## src/sv/irfl_pkg.sv

```systemverilog
// ----------------------------------------------------------------------------
// irfl_pkg
// Types and codes shared by the ID range free list controller and datapath.
// ----------------------------------------------------------------------------
package irfl_pkg;

	localparam int IdW = 32;

	// operation codes
	localparam logic [1:0] OP_ALLOC   = 2'd0;
	localparam logic [1:0] OP_RELEASE = 2'd1;
	localparam logic [1:0] OP_TEST    = 2'd2;
	localparam logic [1:0] OP_NOP     = 2'd3;

	// result status codes
	localparam logic [1:0] ST_OK    = 2'd0;
	localparam logic [1:0] ST_EMPTY = 2'd1;
	localparam logic [1:0] ST_FULL  = 2'd2;
	localparam logic [1:0] ST_FREE  = 2'd3;

	// configuration register indexes
	localparam logic CFG_FIRST_ID = 1'b0;
	localparam logic CFG_LAST_ID  = 1'b1;

	typedef struct packed {
		logic [1:0]     op;
		logic [IdW-1:0] id;
	} in_t;

	typedef struct packed {
		logic [1:0]     status;
		logic [IdW-1:0] given_id;
		logic           is_free;
	} out_t;

	typedef struct packed {
		logic [IdW-1:0] first;
		logic [IdW-1:0] last;
	} ent_t;

	// table write selection
	typedef enum logic [3:0] {
		WR_NONE,
		WR_LOAD,
		WR_ALLOC,
		WR_SHDN,
		WR_SHUP,
		WR_BOTH,
		WR_LOW,
		WR_HIGH,
		WR_NEW
	} wr_sel_t;

	typedef struct packed {
		logic       take;
		logic       idx_inc;
		logic       idx_dec;
		logic       idx_to_count;
		logic       rd_prev;
		wr_sel_t    wr_sel;
		logic       save_prev;
		logic       save_pos;
		logic       set_status;
		logic [1:0] status;
		logic       set_given;
		logic       set_free;
		logic       cnt_inc;
		logic       cnt_dec;
		logic       load_out;
	} cmd_t;

	typedef struct packed {
		logic [1:0] op;
		logic       cnt_zero;
		logic       idx_end;
		logic       full;
		logic       in_rng;
		logic       first_gt;
		logic       single;
		logic       jl;
		logic       jh;
		logic       at_pos;
		logic       out_free;
	} sts_t;

	typedef enum logic [8:0] {
		S_LOAD = 9'b000000001,
		S_IDLE = 9'b000000010,
		S_CHK  = 9'b000000100,
		S_EVAL = 9'b000001000,
		S_DCHK = 9'b000010000,
		S_DWR  = 9'b000100000,
		S_UCHK = 9'b001000000,
		S_UWR  = 9'b010000000,
		S_DONE = 9'b100000000
	} state_t;

endpackage

```

## src/sv/irfl_ctrl.sv

```systemverilog
// ----------------------------------------------------------------------------
// irfl_ctrl
// Sequencer: walks the range table, issues writes and shifts, posts results.
// ----------------------------------------------------------------------------
module irfl_ctrl import irfl_pkg::*; (
	input  logic   clk,
	input  logic   arst_n,
	input  logic   in_valid,
	output logic   in_stall,
	input  sts_t   sts,
	output cmd_t   cmd
);

	state_t state_q, state_d;

	always_ff @(posedge clk or negedge arst_n) begin
		if (!arst_n) begin
			state_q <= S_LOAD;
		end else begin
			state_q <= state_d;
		end
	end

	assign in_stall = (state_q != S_IDLE);

	always_comb begin
		cmd     = '0;
		cmd.wr_sel = WR_NONE;
		state_d = state_q;
		case (state_q)
			S_LOAD: begin
				cmd.wr_sel = WR_LOAD;
				state_d    = S_IDLE;
			end
			S_IDLE: begin
				if (in_valid) begin
					cmd.take = 1'b1;
					state_d  = S_CHK;
				end
			end
			S_CHK: begin
				case (sts.op)
					OP_ALLOC: begin
						if (sts.cnt_zero) begin
							cmd.set_status = 1'b1;
							cmd.status     = ST_EMPTY;
							state_d        = S_DONE;
						end else begin
							state_d = S_EVAL;
						end
					end
					OP_TEST: begin
						state_d = sts.idx_end ? S_DONE : S_EVAL;
					end
					OP_RELEASE: begin
						if (!sts.idx_end) begin
							state_d = S_EVAL;
						end else if (sts.jl) begin
							cmd.wr_sel = WR_LOW;
							state_d    = S_DONE;
						end else if (sts.full) begin
							cmd.set_status = 1'b1;
							cmd.status     = ST_FULL;
							state_d        = S_DONE;
						end else begin
							cmd.save_pos     = 1'b1;
							cmd.idx_to_count = 1'b1;
							state_d          = S_UCHK;
						end
					end
					default: begin
						state_d = S_DONE;
					end
				endcase
			end
			S_EVAL: begin
				case (sts.op)
					OP_ALLOC: begin
						cmd.set_given = 1'b1;
						if (sts.single) begin
							cmd.idx_inc = 1'b1;
							state_d     = S_DCHK;
						end else begin
							cmd.wr_sel = WR_ALLOC;
							state_d    = S_DONE;
						end
					end
					OP_TEST: begin
						if (sts.in_rng) begin
							cmd.set_free = 1'b1;
							state_d      = S_DONE;
						end else if (sts.first_gt) begin
							state_d = S_DONE;
						end else begin
							cmd.idx_inc = 1'b1;
							state_d     = S_CHK;
						end
					end
					OP_RELEASE: begin
						if (sts.in_rng) begin
							cmd.set_status = 1'b1;
							cmd.status     = ST_FREE;
							state_d        = S_DONE;
						end else if (sts.first_gt) begin
							if (sts.jl && sts.jh) begin
								// bridge two ranges, then close the gap
								cmd.wr_sel  = WR_BOTH;
								cmd.idx_inc = 1'b1;
								state_d     = S_DCHK;
							end else if (sts.jl) begin
								cmd.wr_sel = WR_LOW;
								state_d    = S_DONE;
							end else if (sts.jh) begin
								cmd.wr_sel = WR_HIGH;
								state_d    = S_DONE;
							end else if (sts.full) begin
								cmd.set_status = 1'b1;
								cmd.status     = ST_FULL;
								state_d        = S_DONE;
							end else begin
								cmd.save_pos     = 1'b1;
								cmd.idx_to_count = 1'b1;
								state_d          = S_UCHK;
							end
						end else begin
							cmd.save_prev = 1'b1;
							cmd.idx_inc   = 1'b1;
							state_d       = S_CHK;
						end
					end
					default: begin
						state_d = S_DONE;
					end
				endcase
			end
			S_DCHK: begin
				if (sts.idx_end) begin
					cmd.cnt_dec = 1'b1;
					state_d     = S_DONE;
				end else begin
					state_d = S_DWR;
				end
			end
			S_DWR: begin
				cmd.wr_sel  = WR_SHDN;
				cmd.idx_inc = 1'b1;
				state_d     = S_DCHK;
			end
			S_UCHK: begin
				if (sts.at_pos) begin
					cmd.wr_sel  = WR_NEW;
					cmd.cnt_inc = 1'b1;
					state_d     = S_DONE;
				end else begin
					cmd.rd_prev = 1'b1;
					state_d     = S_UWR;
				end
			end
			S_UWR: begin
				cmd.wr_sel  = WR_SHUP;
				cmd.idx_dec = 1'b1;
				state_d     = S_UCHK;
			end
			S_DONE: begin
				if (sts.out_free) begin
					cmd.load_out = 1'b1;
					state_d      = S_IDLE;
				end
			end
			default: begin
				state_d = S_IDLE;
			end
		endcase
	end

endmodule

```

## src/sv/irfl_dp.sv

```systemverilog
// ----------------------------------------------------------------------------
// irfl_dp
// Datapath: range table memory, index and count, item and result registers.
// ----------------------------------------------------------------------------
module irfl_dp import irfl_pkg::*; #(
	parameter int MAX_RANGES = 16
) (
	input  logic           clk,
	input  logic           arst_n,
	input  in_t            in_data,
	input  logic           out_stall,
	output logic           out_valid,
	output out_t           out_data,
	input  logic           cfg_we,
	input  logic           cfg_idx,
	input  logic [IdW-1:0] cfg_wdata,
	input  cmd_t           cmd,
	output sts_t           sts
);

	localparam int AW = $clog2(MAX_RANGES);
	localparam int CW = $clog2(MAX_RANGES + 1);

	ent_t           mem [2**AW];
	ent_t           rd_q;
	ent_t           prev_q;
	logic [CW-1:0]  idx_q, cnt_q, pos_q;
	logic [IdW-1:0] first_q, last_q, id_q;
	logic [1:0]     op_q, status_q;
	logic [IdW-1:0] given_q;
	logic           free_q;
	logic           out_valid_q;
	out_t           out_q;

	logic [CW-1:0]  idx_m1;
	logic [AW-1:0]  raddr, waddr;
	ent_t           wdata;
	logic           we;
	logic [IdW-1:0] nf, nl;

	assign idx_m1 = idx_q - CW'(1);
	assign raddr  = cmd.rd_prev ? idx_m1[AW-1:0] : idx_q[AW-1:0];

	// config write values
	assign nf = (cfg_idx == CFG_FIRST_ID) ? cfg_wdata : first_q;
	assign nl = (cfg_idx == CFG_LAST_ID)  ? cfg_wdata : last_q;

	always_comb begin
		we    = 1'b1;
		waddr = idx_q[AW-1:0];
		wdata = rd_q;
		if (cfg_we) begin
			waddr = '0;
			wdata = '{first: nf, last: nl};
		end else begin
			case (cmd.wr_sel)
				WR_LOAD: begin
					waddr = '0;
					wdata = '{first: first_q, last: last_q};
				end
				WR_ALLOC: begin
					waddr = '0;
					wdata = '{first: rd_q.first + IdW'(1), last: rd_q.last};
				end
				WR_SHDN: begin
					waddr = idx_m1[AW-1:0];
				end
				WR_SHUP: begin
					waddr = idx_q[AW-1:0];
				end
				WR_BOTH: begin
					waddr = idx_m1[AW-1:0];
					wdata = '{first: prev_q.first, last: rd_q.last};
				end
				WR_LOW: begin
					waddr = idx_m1[AW-1:0];
					wdata = '{first: prev_q.first, last: id_q};
				end
				WR_HIGH: begin
					wdata = '{first: id_q, last: rd_q.last};
				end
				WR_NEW: begin
					wdata = '{first: id_q, last: id_q};
				end
				default: begin
					we = 1'b0;
				end
			endcase
		end
	end

	always_ff @(posedge clk) begin
		if (we) begin
			mem[waddr] <= wdata;
		end
		rd_q <= mem[raddr];
	end

	always_ff @(posedge clk or negedge arst_n) begin
		if (!arst_n) begin
			first_q     <= IdW'(1);
			last_q      <= '1;
			cnt_q       <= CW'(1);
			idx_q       <= '0;
			out_valid_q <= 1'b0;
		end else begin
			if (cfg_we) begin
				first_q <= nf;
				last_q  <= nl;
				cnt_q   <= (nf <= nl) ? CW'(1) : '0;
			end else if (cmd.cnt_inc) begin
				cnt_q <= cnt_q + CW'(1);
			end else if (cmd.cnt_dec) begin
				cnt_q <= cnt_q - CW'(1);
			end
			if (cmd.take) begin
				idx_q <= '0;
			end else if (cmd.idx_to_count) begin
				idx_q <= cnt_q;
			end else if (cmd.idx_inc) begin
				idx_q <= idx_q + CW'(1);
			end else if (cmd.idx_dec) begin
				idx_q <= idx_m1;
			end
			if (cmd.load_out) begin
				out_valid_q <= 1'b1;
			end else if (!out_stall) begin
				out_valid_q <= 1'b0;
			end
		end
	end

	always_ff @(posedge clk) begin
		if (cmd.take) begin
			op_q     <= in_data.op;
			id_q     <= in_data.id;
			status_q <= ST_OK;
			given_q  <= '0;
			free_q   <= 1'b0;
		end else begin
			if (cmd.set_status) status_q <= cmd.status;
			if (cmd.set_given)  given_q  <= rd_q.first;
			if (cmd.set_free)   free_q   <= 1'b1;
		end
		if (cmd.save_prev) prev_q <= rd_q;
		if (cmd.save_pos)  pos_q  <= idx_q;
		if (cmd.load_out) begin
			out_q <= '{status: status_q, given_id: given_q, is_free: free_q};
		end
	end

	assign out_valid = out_valid_q;
	assign out_data  = out_q;

	always_comb begin
		sts.op       = op_q;
		sts.cnt_zero = (cnt_q == '0);
		sts.idx_end  = (idx_q >= cnt_q);
		sts.full     = (cnt_q == CW'(MAX_RANGES));
		sts.in_rng   = (rd_q.first <= id_q) && (id_q <= rd_q.last);
		sts.first_gt = (rd_q.first > id_q);
		sts.single   = (rd_q.first == rd_q.last);
		// range below ends right under id (no wrap at all-ones)
		sts.jl       = (idx_q != '0) && (prev_q.last != '1)
			&& (prev_q.last + IdW'(1) == id_q);
		sts.jh       = (id_q != '1) && (id_q + IdW'(1) == rd_q.first);
		sts.at_pos   = (idx_q == pos_q);
		sts.out_free = !out_valid_q || !out_stall;
	end

endmodule

```

## src/sv/id_range_free_list.sv

```systemverilog
// ----------------------------------------------------------------------------
// id_range_free_list
// Free list of 32-bit IDs held as a sorted table of disjoint free ranges.
// ----------------------------------------------------------------------------
//  channel | dir | handshake          | payload
//  in      | in  | in_valid/in_stall  | in_t  {op, id}
//  out     | out | out_valid/out_stall| out_t {status, given_id, is_free}
//  cfg     | in  | cfg_we             | cfg_idx, cfg_wdata
//
// One item at a time. An allocate that empties a single-ID range shifts the
// ranges after it down. Test and release scan the table one range at a time;
// a new range or a merge of two shifts the table tail one entry at a time
// through the single table write port. The first state after reset loads entry 0.
// A finished result waits in the output register while the next item enters.
// ----------------------------------------------------------------------------
module id_range_free_list import irfl_pkg::*; #(
	parameter int MAX_RANGES = 16
) (
	input  logic           clk,
	input  logic           arst_n,
	input  logic           in_valid,
	output logic           in_stall,
	input  in_t            in_data,
	output logic           out_valid,
	input  logic           out_stall,
	output out_t           out_data,
	input  logic           cfg_we,
	input  logic           cfg_idx,
	input  logic [IdW-1:0] cfg_wdata
);

	cmd_t cmd;
	sts_t sts;

	irfl_ctrl u_ctrl (
		.clk      (clk),
		.arst_n   (arst_n),
		.in_valid (in_valid),
		.in_stall (in_stall),
		.sts      (sts),
		.cmd      (cmd)
	);

	irfl_dp #(.MAX_RANGES(MAX_RANGES)) u_dp (
		.clk       (clk),
		.arst_n    (arst_n),
		.in_data   (in_data),
		.out_stall (out_stall),
		.out_valid (out_valid),
		.out_data  (out_data),
		.cfg_we    (cfg_we),
		.cfg_idx   (cfg_idx),
		.cfg_wdata (cfg_wdata),
		.cmd       (cmd),
		.sts       (sts)
	);

`ifndef ASSERT_OFF
	a_busy_after_take: assert property (@(posedge clk) disable iff (!arst_n)
		(in_valid && !in_stall) |=> in_stall)
		else $error("accepted item while busy");

	a_no_grow_full: assert property (@(posedge clk) disable iff (!arst_n)
		cmd.cnt_inc |-> !sts.full)
		else $error("range insert into full table");

	a_out_slot: assert property (@(posedge clk) disable iff (!arst_n)
		cmd.load_out |-> (!out_valid || !out_stall))
		else $error("result overwrote pending output");
`endif

endmodule

```

## config.mk

```make
export PLATFORM = sky130hd
export DESIGN_NAME = id_range_free_list
export DESIGN_NICKNAME = d
export VERILOG_FILES = /design/src/sv/irfl_pkg.sv /design/src/sv/irfl_ctrl.sv /design/src/sv/irfl_dp.sv /design/src/sv/id_range_free_list.sv
export SDC_FILE = /design/constraint.sdc
export NUM_CORES = 2
export LEC_CHECK = 0
export BUFFER_PORTS_ARGS = -buffer_cell sky130_fd_sc_hd__clkbuf_2
export CAP_MARGIN = 40
export CORE_ASPECT_RATIO = 1.4
export CORE_MARGIN = 5
export CORE_UTILIZATION = 25
export CTS_BUF_LIST = sky130_fd_sc_hd__clkbuf_8 sky130_fd_sc_hd__clkbuf_16
export CTS_CLUSTER_SIZE = 20
export DETAILED_ROUTE_END_ITERATION = 8
export PLACE_DENSITY = 0.47
export SLEW_MARGIN = 20
export SYNTH_ARGS = -nofsm -noshare
export SYNTH_HDL_FRONTEND = slang
export SYNTH_SLANG_ARGS = --single-unit
```

## constraint.sdc

```tcl
create_clock -name clk -period 19.1 [get_ports clk]
set_input_delay 2.865 -clock clk [delete_from_list [all_inputs] [get_ports clk]]
set_output_delay 2.865 -clock clk [all_outputs]
set_load 0.01 [all_outputs]
```

---- Yosys cells after proc, flatten, opt, wreduce, memory -nomap -nowiden ----
Memory sizes are Yosys's and may differ from the RTL's. A register that Yosys moved wholly into a read port is not among the register bits.
Index checks and enable logic that the tools add are counted.
operators by class
  reduce and logical (&&, ||, !) cells .... 17
  eq/ne operators ......................... 30
  add/subtract/negate cells ............... 7
  mux-type cells .......................... 101
  $lt $le $gt $ge ......................... 5
operators with widths
  cell                                              count
  case mux 64 bit (6 select lines)                  1
  two-way mux 9 bit                                 17
  adder 32 x 1 -> 32 bit, second input constant     3
  == test 32 bit                                    3
  <= comparator 32 bit                              3
  case mux 9 bit (8 select lines)                   1
  two-way mux 32 bit                                2
  two-way mux 64 bit                                1
  inequality test 32 bit, second input constant     2
  two-way mux 4 bit                                 14
  case mux 9 bit (3 select lines)                   2
  two-way mux 5 bit                                 8
  two-way mux 1 bit                                 39
  > comparator 32 bit                               1
  case mux 4 bit (2 select lines)                   3
  case mux 4 bit (6 select lines)                   1
  == test 4 x 3 -> 1 bit, second input constant     4
  two-way mux 3 bit                                 5
  adder 5 x 1 -> 5 bit, second input constant       2
  subtractor 5 x 1 -> 5 bit, second input constant  2
  == test 9 x 1 -> 1 bit, second input constant     1
  == test 9 x 2 -> 1 bit, second input constant     1
  == test 9 x 3 -> 1 bit, second input constant     1
  == test 9 x 4 -> 1 bit, second input constant     1
  33 further kinds                                  42
word-level totals
  flip-flop bits (word level) ............. 257
  memories kept ........................... 1
  bits of input ports ..................... 72
  RAM bits ................................ 1024
  logic and storage cells ................. 178
  output and inout bits ................... 37
memory list
  memory    depth  bits a word  rd ports  clocked after memory_dff  write ports  RTL line       text
  u_dp.mem  16     64           1         1                         1            irfl_dp.sv:24  ent_t mem [2**AW];

---- Depth between registers and ports, before layout ----
  depth after elaboration ................. 16
  mapped depth ............................ 20
  gate-level depth less buffers ........... 19

---- Modules after synthesis ----
Synthesis repeated with hierarchy kept, for this count alone.
unflattened totals
  cell total of the unflattened synthesis .. 3473
  area total of the unflattened synthesis .. 57815.4 um^2
modules (own cells, without submodules)
  module     area an instance (um^2)  cells an instance  instances  seq. area each (um^2)
  irfl_dp    56769.4                  3337               1          38794.7
  irfl_ctrl  1046.0                   136                1          226.5

---- Worst setup path after synthesis ----
No wires, ideal clock.
  path type ............................... register -> register
  start point ............................. reg u_dp.idx_q[0]
  end point ............................... mem u_dp.mem[7][0] in the netlist's numbering (enable)
  setup time .............................. 666 ps
  buffers on the path ..................... 1
  stages on the path, launching flop included .. 20
  arrival ................................. 11038 ps
  slack ................................... 7396 ps
  clock period less this slack ............ 11704 ps
  data required time ...................... 18434 ps
  cells stage by stage .................... dfrtp_1 -> clkbuf_1 -> inv_1 -> ha_1 -> nor4b_1 -> a2111oi_0 -> o211a_1 -> or4b_2 -> nor3_1 -> and4_1 -> nand2_1 -> ha_1 -> inv_1 -> o221ai_2 -> nand2_1 -> a2111oi_1 -> a31o_1 -> a21oi_2 -> nand2b_1 -> nor4b_1
between the ends
  word-level cells in the longest chain between the ends .. 15
  elaborated cells on any way between the ends .. 34
  those cells by class .................... 1 x add/sub; 1 x order compare; 9 x eq/ne; 16 x mux; 7 x reduce/logical
RTL lines
  what                                                           RTL line                            text
  start: declaration                                             irfl_dp.sv:27                       logic [CW-1:0] idx_q, cnt_q, pos_q;
  start signal: assignment                                       irfl_dp.sv:119                      idx_q <= cnt_q;
  start signal: assignment                                       irfl_dp.sv:121                      idx_q <= idx_q + CW'(1);
  start signal: assignment                                       irfl_dp.sv:123                      idx_q <= idx_m1;
  nonzero test 5 bit                                             irfl_dp.sv:164                      sts.jl = (idx_q != '0) && (prev_q.last != '1)
  logical AND 1 bit                                              irfl_dp.sv:164
  logical AND 1 bit                                              irfl_dp.sv:165                      && (prev_q.last + IdW'(1) == id_q);
  two-way mux 4 bit / logical AND 1 bit (equally long branches)  irfl_ctrl.sv:110, irfl_ctrl.sv:105
  two-way mux 4 bit                                              irfl_ctrl.sv:105                    if (sts.jl && sts.jh) begin
  two-way mux 4 bit                                              irfl_ctrl.sv:104                    end else if (sts.first_gt) begin
  two-way mux 6 bit                                              irfl_ctrl.sv:100                    if (sts.in_rng) begin
  case mux 4 bit (2 select lines)                                irfl_ctrl.sv:77                     case (sts.op)
  case mux 4 bit (6 select lines)                                irfl_ctrl.sv:30                     case (state_q)
  == test 4 x 1 -> 1 bit, or another cell as far along           irfl_dp.sv:56                       case (cmd.wr_sel)
  OR reduction 8 bit (no line)                                   --
  two-way mux 1 bit                                              irfl_dp.sv:56
  two-way mux 1 bit                                              irfl_dp.sv:52                       if (cfg_we) begin
  two-way mux 1 bit                                              irfl_dp.sv:93                       if (we) begin
  two-way mux 1 bit (not written as such)                        irfl_dp.sv:94                       mem[waddr] <= wdata;
  end: declaration                                               irfl_dp.sv:24
Parallel ways exist; a longest one is shown, timed or not.

---- Worst setup path in the final report ----
  start point ............................. reg u_dp.idx_q[0]
  end point ............................... mem u_dp.mem[1][43] in the netlist's numbering (enable)
Same word-level chain as after synthesis.

==> flow_metrics.py <==
metrics = {
    "critical_path": {
        "worstSetupEndpointType": "register",
        "reg2reg_to": "u_dp.mem[1][43]",
        "slowest_delay_ns": 0.76,
        "slowest_stage": "buf_4",
        "r2r_start": "u_dp.idx_q[0]",
        "crit_path_start_kind": "register",
        "path_max_fanout": 42,
        "crit_type": "reg -> reg",
        "worstPathCellList": "inv_1 -> ha_1 -> nor4b_1 -> a2111oi_0 -> o211a_1 -> or4b_2 -> nor3_1 -> and4_1 -> nand2_1 -> ha_1 -> inv_1 -> o221ai_2 -> a211oi_1 -> buf_2 -> a32o_1 -> and2_1 -> a21oi_2 -> nand3b_1 -> nor2_4 -> buf_4",
        "critical_path_buf_inv_count": 4,
        "ff2ff_path_depth": 20,
        "required_ns": 19.48,
        "r2r_slack_ns": 11.46,
        "arrival_ns": 8.02,
        "path_delay_family": "simple AND/OR/NAND/NOR gates",
    },
    "synthesis": {
        "synth_compound_area_share_pct": 9.44,
        "yosys.area_share.simple_pct": 15.6,
        "yosysMostFrequentCell": "edfxtp_1",
        "syn_inst": 4999,
        "synthDominantCellAreaShare_pct": 58.6,
        "synth-seq-cells": 1345,
        "ys_seq_area_share_pct": 65.5,
        "synth_top_family_by_area": "simple AND/OR/NAND/NOR gates",
        "syn_nets": 5183,
        "synth_common_cells": "1162 x edfxtp_1, 1161 x nand2_1, 357 x nand3_1",
        "ys_types": 102,
        "syn_avg_cell_area_um2": 11.9,
        "yosysTopAreaCell": "edfxtp_1",
        "synth_xor_area_share_pct": 2.28,
        "ys_top_cells_by_area": "edfxtp_1 59%, nand2_1 7.3%, dfxtp_1 3.3%",
        "synthMuxAreaShare_pct": 1.73,
        "synth_edf_count": 1162,
        "yosysWarningCount": 0,
        "synthFlopType": "edfxtp_1",
        "yosys.area_share.adder_pct": 2.36,
        "syn_area_um2": 59600,
        "synth-async-reset-ratio_pct": 6.25,
    },
    "worst_hold_path": {
        "hold_depth": 0,
        "hp-class": "reg -> reg",
        "min-delay-start": "u_dp.free_q",
        "hold-path-endpoint": "u_dp.out_data[0]",
    },
    "placed_design": {
        "dpl.hpwl_um": 128000,
        "post-place-ws_ns": 11.29,
        "gp_congestion": 0.864,
        "portBuffers": 108,
    },
    "clock_network": {
        "clk_pin_slew_worst_paths_ns": 0.06,
        "worstSkewPairLatency_ns": 0.82,
        "hold_buffers": 0,
        "clkSinkCount": 1345,
        "clockBufferDepth": 4,
        "cts_max_level": 4,
        "cts_resized": 0,
        "cts_root_buf": "clkbuf_16",
        "cts_setup_buffers": 0,
        "cts_tree": "yes",
        "cts_buffers": 141,
    },
    "grt": {
        "antenna_found_initial": 15,
        "grt_pass1_wl_um": 284000,
        "grt_use_total_pct": 15.2,
        "grt_pass1_vias": 40206,
        "overflow": 0,
        "grt_max_degree": 170,
    },
    "pwr": {
        "pwr-share-clk_pct": 32.4,
        "finalPower_mw": 8.04,
        "comb_power_share_pct": 20.7,
        "p_switching_mw": 2.53,
        "seqPwrFrac_pct": 46.9,
        "internal_power_mw": 5.51,
        "switching_share_pct": 31.5,
        "p_leak_nw": 24.4,
        "irDropWorstVdd_mv": 0.0838,
        "power_density_nw_per_um2": 117,
    },
    "timing": {
        "layout_setup_ws_ns": 11.46,
        "fin_skew_ns": 0.0988,
        "fin_crit_ns": 7.64,
        "relSlewSlack_pct": 39.1,
        "period_share_pct": 40.0,
        "rsz0062_at_grt": "no",
        "max_slew.worst_pin.slew_ns": 0.905,
        "finalHoldViolCount": 0,
        "fin_setup_tns_ns": 0,
        "whs_ns": 0.393,
        "drv_slew": 0,
        "setup_viol": 0,
        "max_freq_ghz": 0.131,
    },
    "die": {
        "ioPinCount": 109,
        "start_util_pct": 25.1,
        "fp.dieH_um": 588,
        "rows": 212,
        "dieArea_um2": 248000,
        "die_x_um": 423,
        "core_um2": 238000,
    },
    "route": {
        "drt_first_pass_iters": 5,
        "wl_um": 196000,
        "viasPerCell": 4.93,
        "drt_iter0_drc": 3123,
        "drtAntennaViolNets": 0,
        "num_vias": 40744,
        "drc": 0,
        "wl_per_cell_um": 23.7,
    },
    "finish": {
        "num-fill-cells": 24256,
        "layout.nets": 5244,
        "layout-drive-gt1-share_pct": 11.3,
        "syn2layout_area_growth_pct": 15.6,
    },
    "job": {
        "maxCapViolCount": 0,
    },
    "status": {
        "outcome": "completed",
    },
}
-- state kept, by name, indices dropped and copies added, names as in the netlist --
name and count:
u_dp.mem 1024, u_dp.prev_q 64, u_dp.rd_q 64, u_dp.out_data 35, u_dp.first_q 32, u_dp.given_q 32
u_dp.id_q 32, u_dp.last_q 32, u_ctrl.state_q 9, u_dp.cnt_q 5, u_dp.idx_q 5, u_dp.pos_q 5
u_dp.op_q 2, u_dp.status_q 2, u_dp.free_q 1, u_dp.out_valid 1
-- cell usage in the layout (no fill, tap or decap), types with 28 or more instances in the layout --
| master | n |
|---|---|
| and3_1 | 141 |
| a221o_1 | 32 |
| a311oi_1 | 128 |
| xor2_1 | 80 |
| nor2_1 | 153 |
| dfrtp_1 | 49 |
| ha_1 | 111 |
| nand3_1 | 357 |
| clkbuf_2 | 105 |
| a31oi_1 | 93 |
| clkbuf_16 | 145 |
| xnor2_1 | 71 |
| o41ai_1 | 36 |
| o21ai_0 | 28 |
| mux2i_1 | 102 |
| nor4_1 | 38 |
| a21oi_1 | 144 |
| o21a_1 | 40 |
| edfxtp_1 | 1162 |
| a21o_1 | 31 |
| a311o_1 | 65 |
| inv_1 | 154 |
| nand2_1 | 1161 |
| buf_4 | 123 |
| dfstp_2 | 35 |
| dfxtp_1 | 99 |
| nand4_1 | 58 |
-- cell families (layout without fill, tap and decap cells) --
kind of cell / count (synthesis) / count (layout)
muxes: 103 / 103
and+or+nand+nor: 2058 / 2058
buffers and inverters: 476 / 638
DFF: 1345 / 1345
adders and majority gates: 112 / 112
xor gates and xnor gates: 155 / 155
other: 1 / 7
AOI/OAI and AO/OA: 749 / 749
-- metal layers --
metal  vias to the layer above  GRT usage [%]  wire length [µm]  part of all wire (%)
li1                      18614              -                 -                     -
met1                     20620           19.3             82000                    42
met2                      1170           26.1             96600                    49
met3                       340           1.84              8410                   4.3
met4                         0           6.49              8780                   4.5
met5                         -              0                 0                     0
-- stage by stage --
step | cells | cell area [µm²] | util (%)
after floorplan | 4999 | 59600 | -
after global placement | 7979 | 64000 | 26.9
after detailed placement | 8014 | 64500 | 27.1
after CTS | 8258 | 68800 | 28.9
after global routing | 8267 | 68900 | 29.0
final | 8270 | 68900 | 29.0
-- area by class of cell --
type                    count  area [µm²]  area share [%]
flip-flops and latches   1345       39000            56.7
multi-input cells        3178       19100            27.7
well taps                3103        3880            5.64
clock buffers             153        3740            5.43
repair buffers            274        2160            3.13
clock inverters            91         538           0.781
inverters                 120         453           0.658
diodes                      6        15.0          0.0218
-- how the worst max path moves through the flow --
stage	to	slack (ns)	depth (start not counted)	from
finish	u_dp.mem[1][43]	11.46	20	u_dp.idx_q[0]
global route	u_dp.mem[1][43]	11.00	20	u_dp.idx_q[0]
global placement	u_dp.mem[10][23]	11.01	19	u_dp.idx_q[0]
CTS	u_dp.mem[1][62]	11.36	20	u_dp.idx_q[0]
detailed placement	u_dp.cnt_q[0]	11.29	16	cfg_idx
floorplan	u_dp.mem[7][0]	7.40	19	u_dp.idx_q[0]
-- power by group through the flow --
stage	logic, mW	clock network, mW	registers, mW
floorplan	1.00	0	3.64
global placement	1.63	0	3.83
detailed placement	1.67	0	3.83
CTS	1.68	2.68	3.77
global route	1.81	2.79	3.78
finish	1.67	2.60	3.77
No activity file was read; power rests on OpenSTA's default activity.
